--- src/tgc_pkg.sv ---
// Package for the touch gesture classifier: poll and event beat types,
// event codes, register indexes and reset values, timing/threshold constants and the divide-by-five reciprocal.
// No dependencies.
package tgc_pkg;

	// One poll from the panel and boot button
	typedef struct packed {
		logic        boot_pressed;
		logic        touch_valid;
		logic [15:0] touch_x;
		logic [15:0] touch_y;
		logic [31:0] now_ms;
	} poll_t;

	// One classified event
	typedef struct packed {
		logic [3:0] event_code;
		logic       last;
	} ev_t;

	// Results of one poll, held until its last beat has gone out
	typedef struct packed {
		logic [3:0] code0;
		logic [3:0] code1;
		logic       two;
	} ev_pair_t;

	// Event codes
	localparam logic [3:0] EV_BACK    = 4'd0;
	localparam logic [3:0] EV_NEXT    = 4'd1;
	localparam logic [3:0] EV_LEFT    = 4'd2;
	localparam logic [3:0] EV_RIGHT   = 4'd3;
	localparam logic [3:0] EV_UP_SW   = 4'd4;
	localparam logic [3:0] EV_DOWN_SW = 4'd5;
	localparam logic [3:0] EV_TAP     = 4'd6;
	localparam logic [3:0] EV_UP      = 4'd7;
	localparam logic [3:0] EV_DOWN    = 4'd8;
	localparam logic [3:0] EV_ENTER   = 4'd9;
	localparam logic [3:0] EV_MENU    = 4'd10;

	// Register indexes
	localparam logic [1:0] CFG_GESTURE_MODE  = 2'd0;
	localparam logic [1:0] CFG_SCREEN_WIDTH  = 2'd1;
	localparam logic [1:0] CFG_SCREEN_HEIGHT = 2'd2;

	// Register reset values
	localparam logic        GESTURE_MODE_RST  = 1'b1;
	localparam logic [15:0] SCREEN_WIDTH_RST  = 16'd320;
	localparam logic [15:0] SCREEN_HEIGHT_RST = 16'd240;

	// Timing in ms and distances in pixels
	localparam logic [31:0] RELEASE_GAP_MS  = 32'd70;
	localparam logic [31:0] HOLDOFF_MS      = 32'd180;
	localparam logic [31:0] TAP_MAX_HELD_MS = 32'd700;
	localparam logic [31:0] ZONE_HOLDOFF_MS = 32'd220;
	localparam logic [16:0] SWIPE_MIN       = 17'd55;
	localparam logic [16:0] SWIPE_MARGIN    = 17'd20;
	localparam logic [15:0] TAP_MAX_MOVE    = 16'd35;

	// Divide by five: (n * RECIP5) >> RECIP5_SHIFT is exact for n < 2^18
	localparam logic [15:0] RECIP5       = 16'd52429;
	localparam int          RECIP5_SHIFT = 18;

endpackage

--- src/touch_gesture_classifier_core.sv ---
// Touch gesture classifier, top level.
// A poll is registered in the input stage, then its events in the result queue.
// Throughput: one poll per cycle while no poll yields two events and ev is not stalled;
// a poll with a boot event and a touch event holds the event port for two beats.
// Reset (arst_n low): all tracking state cleared, gesture mode on, 320 x 240 screen.
// Depends on tgc_pkg.
module touch_gesture_classifier_core import tgc_pkg::*; (
	input  logic        clk,
	input  logic        arst_n,
	input  logic        poll_valid,
	output logic        poll_stall,
	input  poll_t       poll,
	output logic        ev_valid,
	input  logic        ev_stall,
	output ev_t         ev,
	input  logic        cfg_valid,
	output logic        cfg_ready,
	input  logic [1:0]  cfg_index,
	input  logic [15:0] cfg_data
);

	// Configuration registers
	logic        gesture_mode_q;
	logic [15:0] screen_width_q;
	logic [15:0] screen_height_q;

	// Zone bounds derived from the screen size
	logic [15:0] y_top_q, y_bot_q, x_left_q, x_right_q;

	// Input stage
	logic  s1_valid_q;
	poll_t poll_s1;

	// Tracking state
	logic        boot_was_pressed_q, contact_active_q;
	logic [15:0] start_x_q, start_y_q, recent_x_q, recent_y_q;
	logic [31:0] contact_start_ms_q, last_sample_ms_q, last_event_ms_q;

	// Result queue: two entries of up to two events each
	ev_pair_t   ent_q [2];
	logic       wr_ptr_q, rd_ptr_q, sub_q;
	logic [1:0] ent_cnt_q;

	logic proc;
	logic beat, beat_last;
	logic push;

	// Classification outputs
	logic       boot_ev, touch_ev;
	logic [3:0] boot_code, touch_code;
	logic       release_now, holdoff_ok, zone_ok, gest_event;
	logic [15:0] adx, ady;
	logic [15:0] big, sml;
	logic [31:0] held;
	ev_pair_t   pair;

	// Configuration writes
	assign cfg_ready = 1'b1;

	always_ff @(posedge clk or negedge arst_n) begin
		if (!arst_n) begin
			gesture_mode_q  <= GESTURE_MODE_RST;
			screen_width_q  <= SCREEN_WIDTH_RST;
			screen_height_q <= SCREEN_HEIGHT_RST;
		end else if (cfg_valid && cfg_ready) begin
			case (cfg_index)
				CFG_GESTURE_MODE:  gesture_mode_q  <= cfg_data[0];
				CFG_SCREEN_WIDTH:  screen_width_q  <= cfg_data;
				CFG_SCREEN_HEIGHT: screen_height_q <= cfg_data;
				default: ;
			endcase
		end
	end

	// Zone bounds, refreshed every cycle from the size registers
	logic [31:0] h5_prod;
	logic [33:0] h45_prod;
	logic [17:0] w3;
	assign h5_prod  = {16'd0, screen_height_q} * {16'd0, RECIP5};
	assign h45_prod = {16'd0, screen_height_q, 2'b00} * {18'd0, RECIP5};
	assign w3       = {2'b00, screen_width_q} + {1'b0, screen_width_q, 1'b0};

	always_ff @(posedge clk or negedge arst_n) begin
		if (!arst_n) begin
			y_top_q   <= 16'd48;
			y_bot_q   <= 16'd192;
			x_left_q  <= 16'd80;
			x_right_q <= 16'd240;
		end else begin
			y_top_q   <= {2'b00, h5_prod[RECIP5_SHIFT +: 14]};
			y_bot_q   <= h45_prod[RECIP5_SHIFT +: 16];
			x_left_q  <= {2'b00, screen_width_q[15:2]};
			x_right_q <= w3[17:2];
		end
	end

	// Input stage: hold the poll while the queue is full
	assign proc       = s1_valid_q && (ent_cnt_q != 2'd2);
	assign poll_stall = s1_valid_q && !proc;

	always_ff @(posedge clk or negedge arst_n) begin
		if (!arst_n) begin
			s1_valid_q <= 1'b0;
		end else if (!poll_stall) begin
			s1_valid_q <= poll_valid;
		end
	end

	always_ff @(posedge clk) begin
		if (poll_valid && !poll_stall) begin
			poll_s1 <= poll;
		end
	end

	// Classify the staged poll against the tracking state
	always_comb begin
		boot_ev   = poll_s1.boot_pressed && !boot_was_pressed_q;
		boot_code = gesture_mode_q ? EV_NEXT : EV_BACK;

		adx  = (recent_x_q >= start_x_q) ? recent_x_q - start_x_q : start_x_q - recent_x_q;
		ady  = (recent_y_q >= start_y_q) ? recent_y_q - start_y_q : start_y_q - recent_y_q;
		big  = (adx > ady) ? adx : ady;
		sml  = (adx > ady) ? ady : adx;
		held = poll_s1.now_ms - contact_start_ms_q;

		release_now = !poll_s1.touch_valid && gesture_mode_q && contact_active_q &&
			((poll_s1.now_ms - last_sample_ms_q) >= RELEASE_GAP_MS);
		holdoff_ok  = (poll_s1.now_ms - last_event_ms_q) >= HOLDOFF_MS;
		zone_ok     = poll_s1.touch_valid && !gesture_mode_q &&
			((poll_s1.now_ms - last_event_ms_q) >= ZONE_HOLDOFF_MS);
		gest_event  = release_now && holdoff_ok;

		touch_ev   = 1'b0;
		touch_code = EV_MENU;
		if (gest_event) begin
			if ({1'b0, big} >= SWIPE_MIN && {1'b0, big} > ({1'b0, sml} + SWIPE_MARGIN)) begin
				touch_ev = 1'b1;
				if (adx > ady) begin
					touch_code = (recent_x_q < start_x_q) ? EV_LEFT : EV_RIGHT;
				end else begin
					touch_code = (recent_y_q < start_y_q) ? EV_UP_SW : EV_DOWN_SW;
				end
			end else if (held <= TAP_MAX_HELD_MS && adx <= TAP_MAX_MOVE &&
					ady <= TAP_MAX_MOVE) begin
				touch_ev   = 1'b1;
				touch_code = EV_TAP;
			end
		end else if (zone_ok) begin
			touch_ev = 1'b1;
			if (poll_s1.touch_y < y_top_q) begin
				touch_code = EV_UP;
			end else if (poll_s1.touch_y > y_bot_q) begin
				touch_code = EV_DOWN;
			end else if (poll_s1.touch_x < x_left_q) begin
				touch_code = EV_BACK;
			end else if (poll_s1.touch_x > x_right_q) begin
				touch_code = EV_ENTER;
			end else begin
				touch_code = EV_MENU;
			end
		end

		// Boot event goes first
		if (boot_ev) begin
			pair.code0 = boot_code;
			pair.code1 = touch_code;
			pair.two   = touch_ev;
		end else begin
			pair.code0 = touch_code;
			pair.code1 = touch_code;
			pair.two   = 1'b0;
		end
	end

	// Tracking state update
	always_ff @(posedge clk or negedge arst_n) begin
		if (!arst_n) begin
			boot_was_pressed_q <= 1'b0;
			contact_active_q   <= 1'b0;
			start_x_q          <= '0;
			start_y_q          <= '0;
			recent_x_q         <= '0;
			recent_y_q         <= '0;
			contact_start_ms_q <= '0;
			last_sample_ms_q   <= '0;
			last_event_ms_q    <= '0;
		end else if (proc) begin
			boot_was_pressed_q <= poll_s1.boot_pressed;
			if (release_now) begin
				contact_active_q <= 1'b0;
			end
			if (gest_event || zone_ok) begin
				last_event_ms_q <= poll_s1.now_ms;
			end
			if (poll_s1.touch_valid && gesture_mode_q) begin
				if (!contact_active_q) begin
					start_x_q          <= poll_s1.touch_x;
					start_y_q          <= poll_s1.touch_y;
					contact_start_ms_q <= poll_s1.now_ms;
					contact_active_q   <= 1'b1;
				end
				recent_x_q       <= poll_s1.touch_x;
				recent_y_q       <= poll_s1.touch_y;
				last_sample_ms_q <= poll_s1.now_ms;
			end
		end
	end

	// Result queue
	assign push      = proc && (boot_ev || touch_ev);
	assign ev_valid  = (ent_cnt_q != 2'd0);
	assign ev.event_code = sub_q ? ent_q[rd_ptr_q].code1 : ent_q[rd_ptr_q].code0;
	assign ev.last   = sub_q || !ent_q[rd_ptr_q].two;
	assign beat      = ev_valid && !ev_stall;
	assign beat_last = beat && ev.last;

	always_ff @(posedge clk) begin
		if (push) begin
			ent_q[wr_ptr_q] <= pair;
		end
	end

	always_ff @(posedge clk or negedge arst_n) begin
		if (!arst_n) begin
			wr_ptr_q  <= 1'b0;
			rd_ptr_q  <= 1'b0;
			sub_q     <= 1'b0;
			ent_cnt_q <= 2'd0;
		end else begin
			if (push) begin
				wr_ptr_q <= !wr_ptr_q;
			end
			if (beat_last) begin
				rd_ptr_q <= !rd_ptr_q;
				sub_q    <= 1'b0;
			end else if (beat) begin
				sub_q <= 1'b1;
			end
			case ({push, beat_last})
				2'b10:   ent_cnt_q <= ent_cnt_q + 2'd1;
				2'b01:   ent_cnt_q <= ent_cnt_q - 2'd1;
				default: ent_cnt_q <= ent_cnt_q;
			endcase
		end
	end

`ifndef SYNTHESIS
	// Queue never overfills
	assert property (@(posedge clk) disable iff (!arst_n) ent_cnt_q != 2'd3)
		else $error("result queue count out of range");

	// Second beat only of a two-event entry that is present
	assert property (@(posedge clk) disable iff (!arst_n)
		sub_q |-> (ev_valid && ent_q[rd_ptr_q].two))
		else $error("second beat without a second event");

	// A contact opens only on a processed touch in gesture mode
	assert property (@(posedge clk) disable iff (!arst_n)
		$rose(contact_active_q) |-> $past(proc && poll_s1.touch_valid && gesture_mode_q))
		else $error("contact opened without a touch");
`endif

endmodule

--- config.mk ---
export PLATFORM = sky130hd
export DESIGN_NAME = touch_gesture_classifier_core
export DESIGN_NICKNAME = d
export VERILOG_FILES = /design/src/tgc_pkg.sv /design/src/touch_gesture_classifier_core.sv
export SDC_FILE = /design/constraint.sdc
export NUM_CORES = 1
export LEC_CHECK = 0
export BUFFER_PORTS_ARGS = -buffer_cell sky130_fd_sc_hd__buf_2
export CAP_MARGIN = 0
export CORE_MARGIN = 5
export CORE_UTILIZATION = 30
export DETAILED_ROUTE_END_ITERATION = 10
export PLACE_DENSITY_LB_ADDON = 0.3
export SLEW_MARGIN = 40
export SYNTH_ARGS = -nofsm -noshare
export SYNTH_HDL_FRONTEND = slang
export SYNTH_SLANG_ARGS = --single-unit
export TNS_END_PERCENT = 100
--- constraint.sdc ---
create_clock -name clk -period 8.1 [get_ports clk]
set_input_delay 2.43 -clock clk [delete_from_list [all_inputs] [get_ports clk]]
set_output_delay 2.43 -clock clk [all_outputs]
set_load 0.01 [all_outputs]
# After elaboration in Yosys (flattened, before gate mapping)
# Memory sizes are Yosys's and may differ from the RTL's.
# Index checks and enable logic that the tools add are counted.
[totals] regBits=327 ram_bits=18 in_bits=89 out_inout_bits=8 elab_cells=132 n_memories=1
[mem_list] memory="ent_q" depth=2 width=9 read_ports=1 rd_clocked_by_memory_dff=0 write_ports=1 line_no="touch_gesture_classifier_core.sv:40" rtl="ev_pair_t ent_q [2];"
[op_classes] addsub=11 multipliers=2 magnitude_cmp=17 eq_ne=5 n_mux=30 bitwise_logic=1 reduce_logical=39
[ops] operator="subtractor 32 bit" count=3
[ops] operator="greater-or-equal comparator 32 x 8 -> 1 bit (second input constant)" count=2
[ops] operator="multiplier 16 x 16 -> 32 bit (second input constant)" count=2
[ops] operator="two-way mux 16 bit" count=4
[ops] operator="subtractor 16 bit" count=4
[ops] operator="> comparator 16 bit" count=3
[ops] operator="greater-or-equal comparator 16 bit" count=2
[ops] operator="greater-or-equal comparator 32 x 7 -> 1 bit (second input constant)" count=1
[ops] operator="less-or-equal comparator 16 x 6 -> 1 bit (second input constant)" count=2
[ops] operator="less-or-equal comparator 32 x 10 -> 1 bit (second input constant)" count=1
[ops] operator="less-than comparator 16 x 14 -> 1 bit" count=2
[ops] operator="less-than comparator 16 bit" count=2
[ops] operator="two-way mux 4 bit" count=8
[ops] operator="adder 16 x 17 -> 18 bit" count=1
[ops] operator="adder 16 x 5 -> 17 bit (second input constant)" count=1
[ops] operator="> comparator 16 x 17 -> 1 bit" count=1
[ops] operator="logical AND 1 bit" count=17
[ops] operator="greater-or-equal comparator 16 x 6 -> 1 bit (second input constant)" count=1
[ops] operator="two-way mux 1 bit" count=14
[ops] operator="AND reduction 2 bit" count=5
[ops] operator="zero test 1 bit" count=9
[ops] operator="two-way mux 9 bit" count=1
[ops] operator="nonzero test 2 bit" count=3
[ops] operator="== test 2 x 1 -> 1 bit (second input constant)" count=2
[ops] operator="11 further kinds" count=14

# Logic depth before layout (Yosys ltp)
# Gate-level depths: netlist of the first run.
[depth] ltp_word=13 mapped_depth=46 ltp_nobuf=42

# Worst setup path before layout of the first run
# Ideal clock, no wire load.
[synth_timing] path_kind="register to register" startpoint="reg recent_y_q[0]" endpoint="mem ent_q[1][0] (netlist name), enable pin" setup_time_ns=0.374 arrival_ns=8.286 required_ns=7.726 setup_slack_ns=-0.560 stages_incl_launch_ff=39 synth_period_minus_slack_ns=8.660 cell_sequence="dfrtp_1 > inv_1 > ha_1 > inv_1 > fa_1 > a21oi_1 > o22ai_2 > o31ai_4 > nand2_2 > or4_1 > nand4_1 > ha_1 > and4_1 > nand4_1 > nor4b_2 > inv_1 > a2111oi_4 > a31oi_4 > [3 not listed] > buf_1 > nor2_1 > a21oi_1 > ha_1 > inv_1 > a2111oi_1 > mux2i_2 > nor4_1 > xor2_1 > nand2_1 > o21ai_0 > ha_1 > nand4_1 > a311oi_2 > o2111ai_1 > a21boi_1 > o21ai_2 > nor2_1"
[synth_via] elab_chain_cells=13 elab_cells_between_ends=20
[synth_lines] item="from (decl)" line_no="touch_gesture_classifier_core.sv:36" rtl="logic [15:0] start_x_q, start_y_q, recent_x_q, recent_y_q;"
[synth_lines] item="from (signal assigned)" line_no="touch_gesture_classifier_core.sv:203" rtl="recent_y_q <= poll_s1.touch_y;"
[synth_lines] item="subtractor 16 bit / greater-or-equal comparator 16 bit (equally long branches)" line_no="touch_gesture_classifier_core.sv:121" rtl="ady = (recent_y_q >= start_y_q) ? recent_y_q - start_y_q : start_y_q - recent_y_q;"
[synth_lines] item="two-way mux 16 bit (*)" line_no="touch_gesture_classifier_core.sv:121"
[synth_lines] item="> comparator 16 bit" line_no="touch_gesture_classifier_core.sv:122, touch_gesture_classifier_core.sv:123"
[synth_lines] item="two-way mux 16 bit" line_no="touch_gesture_classifier_core.sv:123" rtl="sml = (adx > ady) ? ady : adx;"
[synth_lines] item="adder 16 x 5 -> 17 bit" line_no="touch_gesture_classifier_core.sv:136" rtl="if ({1'b0, big} >= SWIPE_MIN && {1'b0, big} > ({1'b0, sml} + SWIPE_MARGIN)) begin"
[synth_lines] item="> comparator 16 x 17 -> 1 bit" line_no="touch_gesture_classifier_core.sv:136"
[synth_lines] item="logical AND 1 bit" line_no="touch_gesture_classifier_core.sv:136"
[synth_lines] item="two-way mux 1 bit (*)" line_no="touch_gesture_classifier_core.sv:136"
[synth_lines] item="two-way mux 1 bit (*)" line_no="touch_gesture_classifier_core.sv:135" rtl="if (gest_event) begin"
[synth_lines] item="logical OR 1 bit (*)" line_no="touch_gesture_classifier_core.sv:210" rtl="assign push = proc && (boot_ev || touch_ev);"
[synth_lines] item="logical AND 1 bit (*)" line_no="touch_gesture_classifier_core.sv:210"
[synth_lines] item="two-way mux 1 bit (*)" line_no="touch_gesture_classifier_core.sv:218" rtl="if (push) begin"
[synth_lines] item="two-way mux 1 bit (not written as such) (*)" line_no="touch_gesture_classifier_core.sv:219" rtl="ent_q[wr_ptr_q] <= pair;"
[synth_lines] item="to (decl)" line_no="touch_gesture_classifier_core.sv:40"
# Every way passes the cells marked *; elsewhere a longest branch is shown, timed or not.

==> results.txt, run 1 <==
For the die outline area, the log shows 0.101 sq mm. STA classifies the critical path startpoint as a flip-flop. After the flow finishes, the layout carries non-filler instances totaling 4427. Summing all multi-input logic gate instances after layout gives 0.0183 sq mm. The run gives 9810 as the count of fill cells added during filler insertion. In the final layout, flip-flops and latches occupy 0.00872 sq mm. Max-cap violations in this run came to 0.

The first global-routing pass estimated 120 mm of wire. The wire-length estimate of the detail-placed layout is 58.8 mm. The number of antenna diodes in the final layout is 0. The cell area after synthesis was 0.0286 sq mm. The clock reaches the later pin of the worst-skew pair after 0.58 ns.

The number of levels the H-tree was split into is 2. The instance count of the mapped netlist was 2997; the proportion of synthesized flip-flops having asynchronous set or reset was 74.6%. The tools report the final count of pins violating max slew as 0. From bottom edge to top edge, the die measures 319 um. Pin count of the biggest net entering global routing: 119. The clock period could shrink to 7.77 ns. The worst max-slew margin expressed relative to the limit is 45.3%. The pre-antenna-repair detailed-routing pass consisted of 5 iterations.

The logs give 4335 for the number of placed instances with taps included and 41 for the CTS buffer count. TritonCTS built the clock tree. STA puts the critical path data arrival time at 8.06 ns.

Each instance of the synthesized netlist takes up on average 9.53 sq um. The final wirelength is 74.5 mm. The most numerous cell type found on the critical path is sky130_fd_sc_hd__ha_1. The portion of the clock cycle consumed by the worst path in the final layout works out to 95.9%. The final layout contains 3697 nets.

In this run, synthesis inferred 84 flip-flops with an integrated enable. In the final timing run, aggregate negative setup slack is 0 ns. The actual slew at the worst max-slew pin is 0.821 ns. The count of final hold-check violations came out at 0.

The tools report the iteration-0 DRC count of the detailed router as 1439. In this run the tool buffered the top-level ports with 95 buffer cells. Based on the critical path, the design can be clocked at up to 0.129 GHz.

Row generation in the floorplan step produced 113 rows. Yosys printed 0 warnings. The number of nets with antenna violations after detailed routing is 0.

For this run, the leading register cell type out of synthesis is sky130_fd_sc_hd__dfrtp_1. Cells with a size suffix above 1 make up 14.9% of the layout. The register bit count reported by yosys is 331.

The area overhead of the layout relative to synthesis was 14.3%. After detailed routing, the number of vias per cell comes to 4.95. The per-cell routed wire length came out at 16.8 um.

Setup repair after global routing could not meet its margin everywhere. Synthesis instantiated 111 different standard cells from the library. During I/O placement, the number of pins put on the boundary was 97. Die span in x: 319 um. Counting every net in the synthesized netlist gives 3564. For this run, design rule violations remaining after detail routing come to 0.

Setup violations remaining at the end of the flow were counted as 0. The run gives 21900 as the number of vias in the routed layout. The class of the tightest hold or removal check is flip-flop to flip-flop. The tools report the clock sink count as 331. The clock skew is 0.0328 ns, and the maximum fanout count along the critical path is 7. The flow ran to the end, and the final reports show no timing, DRC or antenna violations. Global routing finished with a remaining overflow of 0. The sequential area share after synthesis is 30.5%, and the total core area is 0.0947 sq mm.

For this configuration, the core starts out at a cell density of 30.2%. The clock passes through at most 3 buffers. The slowest library cell on the worst path is sky130_fd_sc_hd__or4_4. The kind of end point of the critical path was a flip-flop. CTS placed an instance of sky130_fd_sc_hd__clkbuf_16 at the clock tree root. The tools report the number of global-route vias before repair as 21600. For the worst setup path, the data required time is 8.39 ns. The number of antenna violations at the first check in global routing came out at 0. On the worst path, the slowest cell contributes a delay of 0.46 ns. Final RePlAce weighted congestion: 0.889.

By startpoint and endpoint, the worst setup path is classified as flip-flop to flip-flop. For this run, the total global-route usage over all layers was measured as 14.4%. The CTS clock-pin slew for the worst setup and hold paths is 0.06 ns. The quantity of hold-fixing buffers added after cts is 0.

The final core area utilization came out at 34.5%.
-- cells in the mapped netlist, drive strengths merged (42+ instances only) --
master  number  area share, %
nand2      192            2.6
clkbuf      48           0.63
nor2       135            1.8
nor3        46           0.81
xor2        43            1.3
nand4       51            1.1
a21oi      173            3.1
ha         390             17
inv        411            5.4
edfxtp      84            8.8
o21ai      197            3.5
a21o        69            1.8
nand3       42           0.75
mux2       133            5.2
fa          88            6.2
dfrtp      232             20
xnor2       69            2.1
-- per-layer routing --
layer | track usage [%] | wire length [um] | up-vias
met5 | 0 | 0 | -
li1 | - | - | 10900
met3 | 1.95 | 2720 | 94
met2 | 22.9 | 33300 | 366
met4 | 3.55 | 1700 | 0
met1 | 20.8 | 36800 | 10500
-- cells by family after synthesis --
logic type                 count (synthesis)  synth area share [%]
DFF                                      331                  30.5
muxes                                    162                  6.45
AOI/OAI and AO/OA                        743                  17.5
other                                      1                0.0131
buffers and inverters                    492                  6.77
and+or+nand+nor                          678                  12.1
adders and majority gates                478                  23.3
xor gates and xnor gates                 112                  3.43
-- per-stage QoR --
| stage | hold slack, ns | cell area, sq um | setup WS [ns] |
|---|---|---|---|
| 3_3_place_gp | 0.384 | 30700 | 0.184 |
| 6_report | 0.393 | 32600 | 0.331 |
| 4_1_cts | 0.392 | 32100 | 0.0132 |
| 3_5_place_dp | 0.383 | 30700 | 0.0475 |
| 2_1_floorplan | 0.369 | 28600 | 0.0427 |
| 5_1_grt | 0.397 | 32600 | -0.154 |
-- repair_timing --
action	CTS	global route
resized for setup	0	79
endpoints found under the setup margin	0	39
buffers inserted	0	14
-- worst paths after layout --
kind	start	to	slack [ns]	depth (start not counted)
worst max-delay path	recent_y_q[0]$_DFFE_PN0P_	ent_q[1][6]$_DFFE_PP_	0.33	35
worst min-delay path	screen_width_q[6]$_DFFE_PN1P_	x_left_q[4]$_DFF_PN1_	0.39	0
worst max register to register	recent_y_q[0]$_DFFE_PN0P_	ent_q[1][6]$_DFFE_PP_	0.33	35
worst min register to register	screen_width_q[6]$_DFFE_PN1P_	x_left_q[4]$_DFF_PN1_	0.39	0
max in group asynchronous	arst_n	last_sample_ms_q[23]$_DFFE_PN0P_	5.12	2
min in group asynchronous	arst_n	screen_width_q[3]$_DFFE_PN0P_	1.85	1
-- worst max-delay path: cells and delay by family, from the launching register on --
kind,cells,cell delay [ns]
adders and majority gates,5,1.41
DFF,1,0.40
AOI/OAI and AO/OA,12,2.41
and+or+nand+nor,11,2.48
buffers and inverters,5,0.50
muxes,1,0.17
xor gates and xnor gates,1,0.11
-- layout by cell type (no fill, tap or decap), types with 40 or more instances in the layout --
cell type / instances
sky130_fd_sc_hd__dfrtp_1: 232
sky130_fd_sc_hd__edfxtp_1: 84
sky130_fd_sc_hd__xnor2_1: 65
sky130_fd_sc_hd__nand3_1: 40
sky130_fd_sc_hd__a21o_1: 69
sky130_fd_sc_hd__inv_1: 407
sky130_fd_sc_hd__fa_1: 88
sky130_fd_sc_hd__xor2_1: 42
sky130_fd_sc_hd__nor2_1: 128
sky130_fd_sc_hd__nor3_1: 44
sky130_fd_sc_hd__nand4_1: 50
sky130_fd_sc_hd__mux2_2: 104
sky130_fd_sc_hd__clkbuf_16: 45
sky130_fd_sc_hd__buf_4: 69
sky130_fd_sc_hd__nand2_1: 188
sky130_fd_sc_hd__a21oi_1: 164
sky130_fd_sc_hd__ha_1: 381
sky130_fd_sc_hd__o21ai_0: 179
sky130_fd_sc_hd__buf_2: 94
-- sequential cells by signal, indices dropped and copies added (netlist names), 15 cells and up --
name and cells:
ent_q 18, screen_width_q 16, screen_height_q 16, y_bot_q 15, x_right_q 16, poll_s1 66
start_y_q 16, last_sample_ms_q 32, contact_start_ms_q 32, last_event_ms_q 32, recent_y_q 16, recent_x_q 16
start_x_q 16
-- layout make-up --
type	count	share of cell area [%]
clock buffer	62	3.83
tap	1265	4.85
timing repair buffer	170	3.40
inverter	411	4.73
multi-input combinational	2175	56.0
sequential	331	26.7
clock inverter	13	0.425
Power of run 1 is not shown: default switching activity piles up to over one toggle a cycle in this logic, so the estimate is an artifact.
==> run 2, diff against run 1 <==
==> constraint.sdc (replaced) <==
create_clock -name clk -period 8.1 [get_ports clk]
set_input_delay 0.405 -clock clk [delete_from_list [all_inputs] [get_ports clk]]
set_output_delay 0.405 -clock clk [all_outputs]
set_load 0.01 [all_outputs]
==> results.txt, run 2 (synthesis gave the netlist of run 1 again) <==
The flow ran to the end, and the final reports show no timing, DRC or antenna violations. Clock sink count: 331 (unchanged). The tools report the final core area utilization as 35.1% (+0.61 points). The tools report the antenna diode count as 0 (unchanged). The path type of the worst setup path was flip-flop to flip-flop.

The setup-violating endpoint count in the final report was 0 (unchanged); the global-route wire length before repair was 121 mm (+0.66%). The estimated wirelength of the detail-placed design was 58.8 mm (unchanged); the per-cell routed wire length was 16.7 um (-1.0%). The CTS buffer count is 41 (unchanged), and the number of rows created at floorplan is 113 (unchanged).

The run gives 8.05 ns (about the same) as the data arrival time of the worst path. The die outline area was 0.101 sq mm (unchanged). For the pin count of the biggest net entering global routing, the log shows 119 (unchanged). Height of the chip: 319 um (unchanged). The final sum of negative setup slack is 0 ns (unchanged), and the count of cells along the worst register-to-register path is 35 (unchanged).

The depth of the worst hold-timing path works out to 1 (+1). The final critical delay including setup and external delays is 7.77 ns (-0.00317 ns), and the worst slack on hold paths is 0.0455 ns (-0.347 ns). The fraction of layout instances using a drive strength above 1 works out to 14.7% (-0.27 points). The number of global-route vias before repair is 21900 (+1.0%), and the iteration-0 DRC count of the detailed router is 1469 (+2.1%).

The tools report the kind of end point of the critical path as a flip-flop. The worst register-to-register path ends at ent_q[1][6]$_DFFE_PP_. The starting density of the core was 30.2% (unchanged). The clock tree root driver cell was sky130_fd_sc_hd__clkbuf_16. Counting flops per register, the top entry is poll_s1. The run gives 74.7 mm (+0.29%) as the final wirelength. TritonCTS built the clock tree.

The die span in x is 319 um (unchanged), and the number of levels the H-tree was split into is 2 (unchanged). Setup repair after global routing could not meet its margin everywhere. The worst-case hold path end point was poll_s1[56]$_DFFE_PP_.

The critical path buffer and inverter count is 5 (unchanged). The number of primary I/O pins is 97 (unchanged), and the CTS clock-pin slew for the worst setup and hold paths is 0.06 ns (about the same). For the flop-to-flop setup slack, the log shows 0.33 ns (about the same). Critical path's top delay family: simple AND/OR/NAND/NOR gates. The total core area was 0.0947 sq mm (unchanged).

For the first-pass iteration count of the detailed router, the log shows 5 (unchanged). Maximum fanout count along the critical path: 7 (unchanged). The worst hold path belongs to the class primary input to flip-flop. The slowest library cell on the worst path is sky130_fd_sc_hd__or4_4.

The worst max-slew margin expressed relative to the limit is 45.9% (+0.58 points). The tools report the worst-skew pair later-pin latency as 0.59 ns (about the same). STA classifies the critical path startpoint as a flip-flop.

The count of max-cap constraint violations is 0 (unchanged). For the net count of the finished layout, the log shows 3755 (+1.6%). The run gives 3 (unchanged) as the maximum count of clock buffers along a single path. In the layout the commonest cells are sky130_fd_sc_hd__inv_1, sky130_fd_sc_hd__ha_1, sky130_fd_sc_hd__dfrtp_1, sky130_fd_sc_hd__nand2_1, sky130_fd_sc_hd__o21ai_0. The count of buffers inserted at the top-level ports was 95 (unchanged); the portion of the clock cycle consumed by the worst path in the final layout was 95.9% (about the same). The count of fill cells added during filler insertion was 9776 (-0.35%); the final RePlAce weighted congestion was 0.889 (unchanged). The worst hold path begins at poll[56]. The global route total overflow came out at 0 (unchanged). The critical path's largest stage delay was 0.46 ns (about the same). The most frequent standard cell in the layout excluding fill and tap cells is sky130_fd_sc_hd__inv_1. The most frequent cell on the critical path is sky130_fd_sc_hd__ha_1. The clock skew was 0.0353 ns (+0.00244 ns); the critical path data required time was 8.39 ns (about the same). The number of antenna violations at the first check in global routing is 0 (unchanged), and the area overhead of the layout relative to synthesis is 16.3%. The detailed-route vias per instance came out at 4.94 (-0.27%). The overall fraction of global-route tracks in use was 14.5% (+0.079 points); the highest clock rate was 0.129 GHz (about the same).

The number of DRC violations after detailed routing was 0 (unchanged). The worst slack after detailed placement was 0.0475 ns (unchanged); the flip-flop count of the largest register after layout was 66 (unchanged). The tools report the number of vias in the routed layout as 22100 (+1.0%). The tools report the worst setup slack after layout as 0.335 ns (+0.00317 ns). The final count of pins violating max slew was 0 (unchanged).

In this run the critical register-to-register path is launched from recent_y_q[0]$_DFFE_PN0P_. The count of final hold-check violations came out at 0 (unchanged). The run gives 0 (unchanged) as the number of nets with antenna violations after detailed routing.

The actual slew at the worst max-slew pin is 0.812 ns (-0.00871 ns).
run 2: cell types whose count changed in the layout (fill, tap and decap cells not counted), sizes merged:
cell / previous run / this run
dlygate4sd3: 0 / 58
run 2: layout make-up:
| type | count | area (sq um) | share of cell area, % |
|---|---|---|---|
| sequential | 331 | 8720 | 26.3 |
| inverter | 411 | 1540 | 4.64 |
| timing repair buffer | 228 | 1690 | 5.09 |
| clock inverter | 13 | 139 | 0.418 |
| tap | 1265 | 1580 | 4.76 |
| multi-input combinational | 2175 | 18300 | 55.1 |
| clock buffer | 62 | 1250 | 3.76 |
run 2: worst max path at each step:
stage	from	to	depth (start not counted)
final	recent_y_q[0]$_DFFE_PN0P_	ent_q[1][6]$_DFFE_PP_	35
after global routing	start_x_q[1]$_DFFE_PN0P_	ent_q[1][6]$_DFFE_PP_	35
after CTS	start_x_q[0]$_DFFE_PN0P_	ent_q[0][7]$_DFFE_PP_	34
after detailed placement	start_x_q[0]$_DFFE_PN0P_	ent_q[0][7]$_DFFE_PP_	36
after global placement	start_x_q[0]$_DFFE_PN0P_	ent_q[0][7]$_DFFE_PP_	34
after floorplan	recent_x_q[0]$_DFFE_PN0P_	ent_q[0][6]$_DFFE_PP_	40
run 2: routing by layer:
metal,track usage [%],wire [um]
met1,20.9,37000
met2,23.0,33500
met3,1.91,2550
met4,3.55,1700
met5,0,0
run 2: per-stage QoR:
stage | cells | instance area [sq um]
6_report | 4485 | 33200
2_1_floorplan | 2997 | 28600
4_1_cts | 4468 | 32700
3_5_place_dp | 4335 | 30700
5_1_grt | 4485 | 33200
3_3_place_gp | 4335 | 30700
run 2: what timing repair did:
item | 4_1_cts | 5_1_grt
setup buffers | 0 | 14
gates resized for setup | 0 | 79
setup endpoints to repair | 0 | 39
endpoints found under the hold margin | 122 | 0
hold buffers | 58 | 0
Power of run 2 is left out for the same reason.
==> run 3, diff against run 2 <==
--- a/config.mk
+++ b/config.mk
@@ -5,12 +5,13 @@
 export SDC_FILE = /design/constraint.sdc
 export NUM_CORES = 1
 export LEC_CHECK = 0
-export BUFFER_PORTS_ARGS = -buffer_cell sky130_fd_sc_hd__buf_2
+export BUFFER_PORTS_ARGS = -buffer_cell sky130_fd_sc_hd__clkbuf_2
 export CAP_MARGIN = 0
 export CORE_MARGIN = 5
 export CORE_UTILIZATION = 30
 export DETAILED_ROUTE_END_ITERATION = 10
 export PLACE_DENSITY_LB_ADDON = 0.3
+export SKIP_LAST_GASP = 1
 export SLEW_MARGIN = 40
 export SYNTH_ARGS = -nofsm -noshare
 export SYNTH_HDL_FRONTEND = slang
==> results.txt, run 3 (synthesis gave the netlist of run 1 again) <==
The worst setup slack after layout came out at 0.273 ns (-0.0618 ns). Kind of end point of the critical path: a flip-flop. The portion of the clock cycle consumed by the worst path in the final layout works out to 96.6% (+0.76 points). The tightest min-delay check is of the primary input to flip-flop type.

Height of the chip: 319 um (unchanged). The CTS clock-pin slew for the worst setup and hold paths is 0.06 ns (about the same). The die span in x works out to 319 um (unchanged). The number of antenna violations at the first check in global routing was 1 (+1); the pin count of the biggest net entering global routing was 145 (+22%). Design area: 0.0335 sq mm (+0.70%). The critical path data required time came out at 8.39 ns (about the same).

The slowest library cell on the worst path is sky130_fd_sc_hd__or4_4. The global-route wire length before repair was 121 mm (-0.20%). The clock tree root driver cell is sky130_fd_sc_hd__clkbuf_16. The run gives 0 (unchanged) as the final count of pins violating max slew. The tools report the number of global-route vias before repair as 21900 (+0.014%). The number of rows created at floorplan was 113 (unchanged).

The per-cell routed wire length is 16.7 um (about the same), and the total core area is 0.0947 sq mm (unchanged). The fraction of layout instances using a drive strength above 1 is 15.0% (+0.30 points). The critical path's largest stage delay came out at 0.45 ns (about the same).

Worst-skew pair later-pin latency: 0.59 ns (about the same). For the number of vias in the routed layout, the log shows 22100 (-0.18%). The number of nets with antenna violations after detailed routing was 0 (unchanged); the worst max-slew margin expressed relative to the limit was 47.3% (+1.5 points).

The run finished with clean final reports. For the number of levels the H-tree was split into, the log shows 2 (unchanged). The tools report the final wirelength as 74.9 mm (+0.21%). The highest clock rate was 0.128 GHz (-0.79%); the number of DRC violations after detailed routing was 0 (unchanged). The data arrival time of the worst path came out at 8.12 ns (+0.07 ns). For the starting density of the core, the log shows 30.2% (unchanged).

The antenna diode count was 0 (unchanged); the flip-flop count of the largest register after layout was 66 (unchanged). The clock skew was 0.0345 ns (-0.000753 ns); the count of final hold-check violations was 0 (unchanged). The actual slew at the worst max-slew pin was 0.790 ns (-0.0219 ns). Die outline area: 0.101 sq mm (unchanged). The worst slack after detailed placement is -0.00719 ns (-0.0547 ns). The final critical delay including setup and external delays was 7.83 ns (+0.0618 ns). For the number of primary I/O pins, the log shows 97 (unchanged). The kind of cell with the highest combined delay along the critical path is compound AO/OA/AOI/OAI gates.

The final sum of negative setup slack was 0 ns (unchanged). The count of max-cap constraint violations was 0 (unchanged); the area overhead of the layout relative to synthesis was 17.1%. Most frequent standard cell in the layout excluding fill and tap cells: sky130_fd_sc_hd__inv_1.

Final RePlAce weighted congestion: 0.884 (-0.55%). The count of buffers inserted at the top-level ports is 95 (unchanged), and the net count of the finished layout is 3762 (+0.19%). The detailed-route vias per instance is 4.92 (-0.36%), and the critical path buffer and inverter count is 3 (-2).

The estimated wirelength of the detail-placed design is 58.4 mm (-0.63%). The run gives 8 (+3) as the first-pass iteration count of the detailed router. The placed cell area is 0.0307 sq mm (about the same), and the CTS buffer count is 42 (+2.4%). The run gives 1372 (-6.6%) as the iteration-0 DRC count of the detailed router. STA classifies the critical path startpoint as a flip-flop. The tools report the clock sink count as 331 (unchanged). The run gives 14.5% (about the same) as the overall fraction of global-route tracks in use.

The maximum fanout count along the critical path is 7 (unchanged), and the maximum count of clock buffers along a single path is 3 (unchanged). For the global route total overflow, the log shows 0 (unchanged). TritonCTS built the clock tree.

The setup-violating endpoint count in the final report is 0 (unchanged). Register with the most flip-flops: poll_s1. The critical path is of the flip-flop to flip-flop type. In the layout the commonest cells are sky130_fd_sc_hd__inv_1, sky130_fd_sc_hd__ha_1, sky130_fd_sc_hd__dfrtp_1, sky130_fd_sc_hd__nand2_1, sky130_fd_sc_hd__o21ai_0. The count of fill cells added during filler insertion is 9791 (+0.15%).
-- run 3: what timing repair did --
item	in CTS	in global routing
hold endpoints to repair	145	0
hold buffers	56	0
pin swaps	0	26
setup endpoints to repair	18	39
gates cloned	0	0
gates resized for setup	0	93
buffers inserted	0	26
-- run 3: layer usage --
| layer | GRT usage, % | vias to the layer above | part of all wire [%] |
|---|---|---|---|
| met4 | 3.88 | 0 | 2.5 |
| met2 | 23.3 | 380 | 45 |
| met1 | 20.7 | 10600 | 49 |
| met5 | 0 | - | 0 |
| li1 | - | 11100 | - |
| met3 | 1.59 | 97 | 3.3 |
-- run 3: worst reg2reg max path: cells and delay by family, from the launching register on --
family | cells | cell delay [ns]
multiplexers | 1 | 0.43
AO/OA/AOI/OAI | 13 | 2.86
adder cells (fa/ha/maj) | 3 | 0.79
flip-flops | 1 | 0.42
XOR/XNOR | 1 | 0.25
AND/OR/NAND/NOR | 12 | 2.50
buffers and inverters | 3 | 0.33
-- run 3: final timing paths --
path | startpoint | end | slack [ns] | depth (start not counted)
max | start_x_q[1]$_DFFE_PN0P_ | ent_q[0][6]$_DFFE_PP_ | 0.27 | 33
min | poll[58] | poll_s1[58]$_DFFE_PP_ | 0.03 | 1
max reg2reg | start_x_q[1]$_DFFE_PN0P_ | ent_q[0][6]$_DFFE_PP_ | 0.27 | 33
min reg2reg | screen_width_q[6]$_DFFE_PN1P_ | x_left_q[4]$_DFF_PN1_ | 0.39 | 0
max in group asynchronous | arst_n | last_sample_ms_q[22]$_DFFE_PN0P_ | 6.33 | 5
min in group asynchronous | arst_n | screen_width_q[12]$_DFFE_PN0P_ | 0.29 | 2
-- run 3: cell type report --
cell class | instances | area (sq um) | share of cell area, %
Clock buffer | 62 | 1230 | 3.67
Sequential cell | 331 | 8720 | 26.1
Clock inverter | 15 | 238 | 0.711
Multi-Input combinational cell | 2174 | 18400 | 54.9
Inverter | 411 | 1550 | 4.62
Timing Repair Buffer | 235 | 1760 | 5.26
Tap cell | 1265 | 1580 | 4.73
-- run 3: stage by stage --
stage | hold WS [ns] | utilization, % | std cells
global route | 0.00921 | 35.3 | 4493
detailed placement | 0.380 | 32.4 | 4332
finish | 0.0305 | 35.3 | 4493
floorplan | 0.109 | - | 2997
global placement | 0.380 | 32.4 | 4332
CTS | 0.0000965 | 34.6 | 4465
Power of run 3 is left out for the same reason.
